**src/sv/bfra_pkg.sv**
```systemverilog
// Types, codes and framing constants of the bus frame receiver.
package bfra_pkg;

    // Framing bytes.
    localparam logic [7:0] HUNT_A   = 8'h00;
    localparam logic [7:0] HUNT_B   = 8'hE9;
    localparam logic [7:0] ACK_SIZE = 8'h7F;

    // Frame lengths: an acknowledge frame is fixed, a data frame is size plus overhead.
    localparam logic [8:0] ACK_LEN   = 9'd5;
    localparam logic [8:0] LEN_EXTRA = 9'd6;

    // Item kinds on the output channel.
    localparam logic KIND_STATUS = 1'b0;
    localparam logic KIND_ACK    = 1'b1;

    // Position of the current output item within one result group.
    localparam logic [2:0] ACK_POS_STATUS = 3'd0;
    localparam logic [2:0] ACK_POS_HUNT   = 3'd1;
    localparam logic [2:0] ACK_POS_ADDR   = 3'd2;
    localparam logic [2:0] ACK_POS_SIZE   = 3'd3;
    localparam logic [2:0] ACK_POS_SEQ    = 3'd4;
    localparam logic [2:0] ACK_POS_CHECK  = 3'd5;

    // Event reported with each status item.
    typedef enum logic [2:0] {
        EV_NONE      = 3'd0,
        EV_DATA_OK   = 3'd1,
        EV_ACK_OK    = 3'd2,
        EV_ECHO_END  = 3'd3,
        EV_PHONE_BAD = 3'd4,
        EV_DISCARD   = 3'd5
    } event_t;

    // Everything the output side needs to know about one received word.
    typedef struct packed {
        logic       byte_valid;
        logic [8:0] byte_index;
        logic [7:0] frame_byte;
        event_t     event_res;
        logic [7:0] tx_sequence;
        logic [7:0] seq_byte;
        logic       has_ack;
    } rx_result_t;

endpackage

```
**src/sv/bfra_rx.sv**
```systemverilog
// Frame parser: holds the framing state and decodes one received word.
module bfra_rx
    import bfra_pkg::*;
(
    input  logic       clk,
    input  logic       rst_n,
    input  logic       take,
    input  logic [7:0] rx_byte,
    output rx_result_t res
);

    logic [8:0] byte_count_reg,    byte_count_next;
    logic [8:0] frame_length_reg,  frame_length_next;
    logic [7:0] running_xor_reg,   running_xor_next;
    logic [7:0] first_byte_reg,    first_byte_next;
    logic [7:0] second_byte_reg,   second_byte_next;
    logic       is_ack_frame_reg,  is_ack_frame_next;
    logic [7:0] previous_byte_reg, previous_byte_next;
    logic [7:0] sequence_reg,      sequence_next;

    logic       is_hunt;
    logic [7:0] first_v;
    logic [7:0] second_v;
    logic [8:0] len_v;
    logic       is_ack_v;
    logic [8:0] count_v;
    logic       from_phone;
    logic       good;

    // Values of this word's header fields, including the one it may set itself.
    assign is_hunt  = (rx_byte == HUNT_A) || (rx_byte == HUNT_B);
    assign first_v  = (byte_count_reg == 9'd0) ? rx_byte : first_byte_reg;
    assign second_v = (byte_count_reg == 9'd1) ? rx_byte : second_byte_reg;
    assign is_ack_v = (byte_count_reg == 9'd2) ? (rx_byte == ACK_SIZE) : is_ack_frame_reg;
    assign len_v    = (byte_count_reg != 9'd2) ? frame_length_reg :
                      (rx_byte == ACK_SIZE)    ? ACK_LEN : ({1'b0, rx_byte} + LEN_EXTRA);
    assign count_v    = byte_count_reg + 9'd1;
    assign from_phone = (first_v == HUNT_B) && (second_v == HUNT_A);
    assign good       = (rx_byte == running_xor_reg);

    // Decode of the word and the next framing state.
    always_comb
    begin
        byte_count_next    = byte_count_reg;
        frame_length_next  = frame_length_reg;
        running_xor_next   = running_xor_reg;
        first_byte_next    = first_byte_reg;
        second_byte_next   = second_byte_reg;
        is_ack_frame_next  = is_ack_frame_reg;
        previous_byte_next = previous_byte_reg;
        sequence_next      = sequence_reg;

        res.byte_valid = 1'b1;
        res.byte_index = byte_count_reg;
        res.frame_byte = rx_byte;
        res.event_res  = EV_NONE;
        res.seq_byte   = previous_byte_reg;
        res.has_ack    = 1'b0;

        if ((byte_count_reg == 9'd0) && !is_hunt)
        begin
            // Hunting and the word cannot open a frame.
            res.byte_valid = 1'b0;
            res.byte_index = 9'd0;
            res.frame_byte = 8'h00;
            res.event_res  = EV_DISCARD;
        end
        else if (count_v < len_v)
        begin
            // Word inside the frame.
            first_byte_next    = first_v;
            second_byte_next   = second_v;
            frame_length_next  = len_v;
            is_ack_frame_next  = is_ack_v;
            running_xor_next   = running_xor_reg ^ rx_byte;
            previous_byte_next = rx_byte;
            byte_count_next    = count_v;
        end
        else
        begin
            // Checksum word closes the frame.
            first_byte_next    = first_v;
            second_byte_next   = second_v;
            previous_byte_next = rx_byte;
            byte_count_next    = 9'd0;
            frame_length_next  = ACK_LEN;
            running_xor_next   = 8'h00;
            is_ack_frame_next  = 1'b0;
            if (!from_phone)
            begin
                res.event_res = EV_ECHO_END;
            end
            else if (!good)
            begin
                res.event_res = EV_PHONE_BAD;
            end
            else if (is_ack_v)
            begin
                res.event_res = EV_ACK_OK;
                sequence_next = sequence_reg + 8'd1;
            end
            else
            begin
                res.event_res = EV_DATA_OK;
                res.has_ack   = 1'b1;
            end
        end

        res.tx_sequence = sequence_next;
    end

    // Framing state registers.
    always_ff @(posedge clk or negedge rst_n)
    begin
        if (!rst_n)
        begin
            byte_count_reg    <= 9'd0;
            frame_length_reg  <= ACK_LEN;
            running_xor_reg   <= 8'h00;
            first_byte_reg    <= 8'h00;
            second_byte_reg   <= 8'h00;
            is_ack_frame_reg  <= 1'b0;
            previous_byte_reg <= 8'h00;
            sequence_reg      <= 8'h00;
        end
        else if (take)
        begin
            byte_count_reg    <= byte_count_next;
            frame_length_reg  <= frame_length_next;
            running_xor_reg   <= running_xor_next;
            first_byte_reg    <= first_byte_next;
            second_byte_reg   <= second_byte_next;
            is_ack_frame_reg  <= is_ack_frame_next;
            previous_byte_reg <= previous_byte_next;
            sequence_reg      <= sequence_next;
        end
    end

endmodule

```
**src/sv/bus_frame_receiver_acker_top.sv**
```systemverilog
// Top level of the bus frame receiver and acknowledger.
//
// Input channel: one received serial word per handshake on rx_byte, taken at a
// rising edge with in_valid high and in_stall low. Output channel: result words,
// each a status word (kind 0) or an acknowledge word to transmit (kind 1), taken
// with out_valid high and out_stall low; last marks the final result of an input.
// Latency: the status word of an input is registered and appears in the cycle after it is taken.
// Throughput: one input per cycle while results are taken at once; an input that
// closes a good data frame yields six result words (status then five acknowledge
// words), so the next input waits until the sixth is taken.
// A new input is taken in the same cycle that the last result of the previous one
// leaves, so single-result inputs stream with no gap.
// While out_stall is high the result words hold and in_stall rises.
// Reset clears the framing state to hunting, the transmit sequence to zero and
// empties the result register.
module bus_frame_receiver_acker_top
    import bfra_pkg::*;
(
    input  logic       clk,
    input  logic       rst_n,
    input  logic       in_valid,
    output logic       in_stall,
    input  logic [7:0] rx_byte,
    output logic       out_valid,
    input  logic       out_stall,
    output logic       kind,
    output logic       byte_valid,
    output logic [8:0] byte_index,
    output logic [7:0] frame_byte,
    output logic [2:0] event_res,
    output logic [7:0] tx_sequence,
    output logic [7:0] ack_byte,
    output logic       last
);

    rx_result_t res;
    rx_result_t res_reg;
    logic       out_valid_reg;
    logic [2:0] ack_pos_reg;
    logic       take;
    logic       out_fire;
    logic       is_status;

    // Handshake: a new word enters once the current group is leaving.
    assign out_fire = out_valid_reg && !out_stall;
    assign in_stall = out_valid_reg && !(out_fire && last);
    assign take     = in_valid && !in_stall;

    bfra_rx u_rx (
        .clk     (clk),
        .rst_n   (rst_n),
        .take    (take),
        .rx_byte (rx_byte),
        .res     (res)
    );

    // Result register and position within the group.
    always_ff @(posedge clk or negedge rst_n)
    begin
        if (!rst_n)
        begin
            out_valid_reg <= 1'b0;
            ack_pos_reg   <= ACK_POS_STATUS;
        end
        else if (take)
        begin
            out_valid_reg <= 1'b1;
            ack_pos_reg   <= ACK_POS_STATUS;
        end
        else if (out_fire && last)
        begin
            out_valid_reg <= 1'b0;
        end
        else if (out_fire)
        begin
            ack_pos_reg <= ack_pos_reg + 3'd1;
        end
    end

    // Payload of the result register.
    always_ff @(posedge clk)
    begin
        if (take)
        begin
            res_reg <= res;
        end
    end

    // Output word assembly.
    assign is_status   = (ack_pos_reg == ACK_POS_STATUS);
    assign out_valid   = out_valid_reg;
    assign kind        = is_status ? KIND_STATUS : KIND_ACK;
    assign byte_valid  = is_status && res_reg.byte_valid;
    assign byte_index  = is_status ? res_reg.byte_index : 9'd0;
    assign frame_byte  = is_status ? res_reg.frame_byte : 8'h00;
    assign event_res   = is_status ? res_reg.event_res : EV_NONE;
    assign tx_sequence = res_reg.tx_sequence;
    assign last        = !res_reg.has_ack || (ack_pos_reg == ACK_POS_CHECK);

    // Acknowledge frame bytes.
    always_comb
    begin
        case (ack_pos_reg)
            ACK_POS_STATUS: ack_byte = 8'h00;
            ACK_POS_HUNT:   ack_byte = HUNT_A;
            ACK_POS_ADDR:   ack_byte = HUNT_B;
            ACK_POS_SIZE:   ack_byte = ACK_SIZE;
            ACK_POS_SEQ:    ack_byte = res_reg.seq_byte;
            ACK_POS_CHECK:  ack_byte = HUNT_A ^ HUNT_B ^ ACK_SIZE ^ res_reg.seq_byte;
            default:        ack_byte = 8'h00;
        endcase
    end

endmodule

```
**config.mk**
```make
export PLATFORM = sky130hd
export DESIGN_NAME = bus_frame_receiver_acker_top
export DESIGN_NICKNAME = d
export VERILOG_FILES = /design/src/sv/bfra_pkg.sv /design/src/sv/bfra_rx.sv /design/src/sv/bus_frame_receiver_acker_top.sv
export SDC_FILE = /design/constraint.sdc
export NUM_CORES = 1
export LEC_CHECK = 0
export BUFFER_PORTS_ARGS = -buffer_cell sky130_fd_sc_hd__buf_2
export CAP_MARGIN = 20
export CORE_AREA = 2 2 136 138
export DETAILED_ROUTE_END_ITERATION = 10
export DIE_AREA = 0 0 138 140
export SLEW_MARGIN = 20
export SYNTH_ARGS = -nofsm -noshare
export SYNTH_HDL_FRONTEND = slang
export SYNTH_HIERARCHICAL = 1
export SYNTH_SLANG_ARGS = --single-unit
export TNS_END_PERCENT = 30
```
**constraint.sdc**
```tcl
create_clock -name clk -period 5.02 [get_ports clk]
set_clock_uncertainty 0.1 [all_clocks]
set_input_delay 1.004 -clock clk [delete_from_list [all_inputs] [get_ports clk]]
set_output_delay 1.004 -clock clk [all_outputs]
set_load 0.005 [all_outputs]
```
==> flow_summary.json <==
{
  "worstPathArrival_ns": 4.30,
  "antenna_left": 0,
  "period_share_pct": 85.5,
  "place_congestion": 0.874,
  "rsz0062_at_grt": "no",
  "hold_class": "register to register",
  "r2r_setup_slack_ns": 0.81,
  "grt_pass1_vias": 3726,
  "drtPass1Iterations": 4,
  "antenna_found_initial": 0,
  "cap_violations": 0,
  "die-area_sq_mm": 0.0193,
  "area_delta_synth_final_pct": 14.6,
  "cts-resized-gates": 0,
  "die_h_um": 140,
  "numCtsBuffers": 9,
  "holdBufCountCts": 0,
  "critPathMaxFanout": 15,
  "viasPerCell": 4.95,
  "start_util_pct": 29.7,
  "critPathLaunchType": "input port",
  "clock_latency_ns": 0.36,
  "setup_viol": 0,
  "most-common-layout-cells": "68 x nand2_1, 61 x dfrtp_1, 52 x buf_2",
  "slew_headroom_pct": 51.5,
  "vias": 3846,
  "tightest_slew_ns": 0.725,
  "cts_buffer_depth": 2,
  "synth_top_area_share_pct": 28.9,
  "groute.usage.overall_pct": 12.6,
  "cts_sinks": 101,
  "syn_area_per_cell_sq_um": 10.5,
  "syn_inst": 505,
  "largest_register_ffs": 30,
  "max_freq_ghz": 0.233,
  "tns_ns": 0,
  "p_per_area_mw_per_mm2": 514,
  "clk_pin_slew_ns": 0.07,
  "final_common_cell": "nand2_1",
  "totalWireLength_um": 12100,
  "hpwlAfterDp_um": 8590,
  "synthTopCellsByArea": "dfrtp_1 29%, edfxtp_1 22%, nand2_1 4.8%, ha_1 4.5%, xnor2_1 4.3%",
  "postCtsSetupRepairBufs": 0,
  "htreeDepth": 3,
  "path_class": "input port to register",
  "grt_max_degree": 48,
  "drive_gt1_share_pct": 19.7,
  "n_antenna_cell": 0,
  "drt_iter0_drc": 306,
  "rows": 49,
  "p_leak_nw": 2.70,
  "worstSetupEndpointType": "register",
  "yosysWarnings": 6,
  "grt_overflow": 0,
  "post_drt_wl_per_cell_um": 15.6,
  "syn_area_sq_mm": 0.00529,
  "fp.coreArea_sq_mm": 0.0178,
  "yosys.area.top_type": "dfrtp_1",
  "status": "completed",
  "drv_slew": 0,
  "io_pins": 53,
  "drcViolationCount": 0,
  "synth-seq-cells": 101,
  "tritoncts": "built",
  "seq_area_frac_synth_pct": 51.4,
  "clock-root-buffer": "clkbuf_16",
  "synth_enable_flop_cells": 38,
  "syn_nets": 536,
  "cp_data_required_time_ns": 5.03,
  "async_reset_ff_share_pct": 62.4,
  "synth_flop_cell": "dfrtp_1",
  "chipWidth_um": 138,
  "nNetsFinal": 574,
  "finalCoreUtilization_pct": 34.1,
  "numPortBuffers": 52,
  "synth_cell_type_count": 57,
  "grt_pass1_wl_um": 19400,
  "vdd_drop_max_mv": 0.203,
  "finalHoldViolCount": 0,
  "min_period_ns": 4.29
}
## worst paths after layout
path / startpoint / to / cells past startpoint
max: rx_byte[2] / tx_sequence[1] / 14
min: u_rx/previous_byte_reg[7] / res_reg[8] / 0
max reg2reg: u_rx/byte_count_reg[6] / tx_sequence[1] / 12
min reg2reg: u_rx/previous_byte_reg[7] / res_reg[8] / 0
max in group asynchronous: rst_n / u_rx/sequence_reg[5] / 2
min in group asynchronous: rst_n / u_rx/byte_count_reg[8] / 1
## layer usage
metal / track usage, % / share of wire [%] / vias to the layer above
met3: 2.56 / 5.1 / 18
met5: 0 / 0 / -
met4: 5.80 / 2.1 / 0
li1: - / - / 1834
met1: 17.1 / 47 / 1891
met2: 19.4 / 46 / 103
## logic make-up (layout without fill, tap and decap cells)
group | Yosys count | in the layout | synth area share [%]
flops | 101 | 101 | 51.4
simple gates | 198 | 198 | 20.4
compound gates | 81 | 81 | 10.0
mux | 17 | 17 | 3.45
fa+ha+maj | 19 | 19 | 4.50
xor+xnor | 33 | 33 | 5.47
buf+inv | 56 | 99 | 4.69
## area by class of cell
cell class	count	area, sq um
Fill cell	1805	11700
Sequential cell	101	2720
Multi-Input combinational cell	348	2320
Timing Repair Buffer	65	358
Tap cell	229	287
Clock buffer	9	225
Clock inverter	7	83.8
Inverter	18	67.6
## through the flow
stage               cells  total power, mW  setup slack, ns  hold slack (ns)  area (sq um)
floorplan             505             2.00            0.705            0.325          5290
global placement      761             2.39            0.440            0.334          5750
detailed placement    761             2.41            0.394            0.343          5750
CTS                   777             3.14            0.771            0.360          6060
global route          777             3.33            0.531            0.388          6060
finish                777             3.12            0.730            0.357          6060
## critical path, stage by stage
cell	delay, ns
buf_2	0.17
inv_1	0.12
ha_1	0.24
or4b_2	0.64
a21oi_1	0.16
a21oi_1	0.09
ha_1	0.32
nand3_1	0.09
nor3_1	0.21
o211ai_1	0.13
and3_1	0.25
nor4_4	0.27
buf_4	0.26
mux2_1	0.34
## Yosys cell counts (8+ instances only)
master,n
mux2_2,8
a21oi_1,13
clkbuf_1,28
and2_1,28
nand4_1,8
o21ai_0,31
ha_1,19
buf_4,8
and3_1,13
nor2_1,20
edfxtp_1,38
nand2_1,68
a22o_1,10
nand3_1,15
xnor2_1,26
dfrtp_1,61
inv_1,17
## power breakdown
part	switching [mW]	internal, mW	leakage (nW)
Sequential	0.149	1.10	1.18
Combinational	0.676	0.475	1.37
Clock	0.323	0.393	0.147
Total	1.15	1.97	2.70
Note: power is estimated with default switching activity, not from simulation.
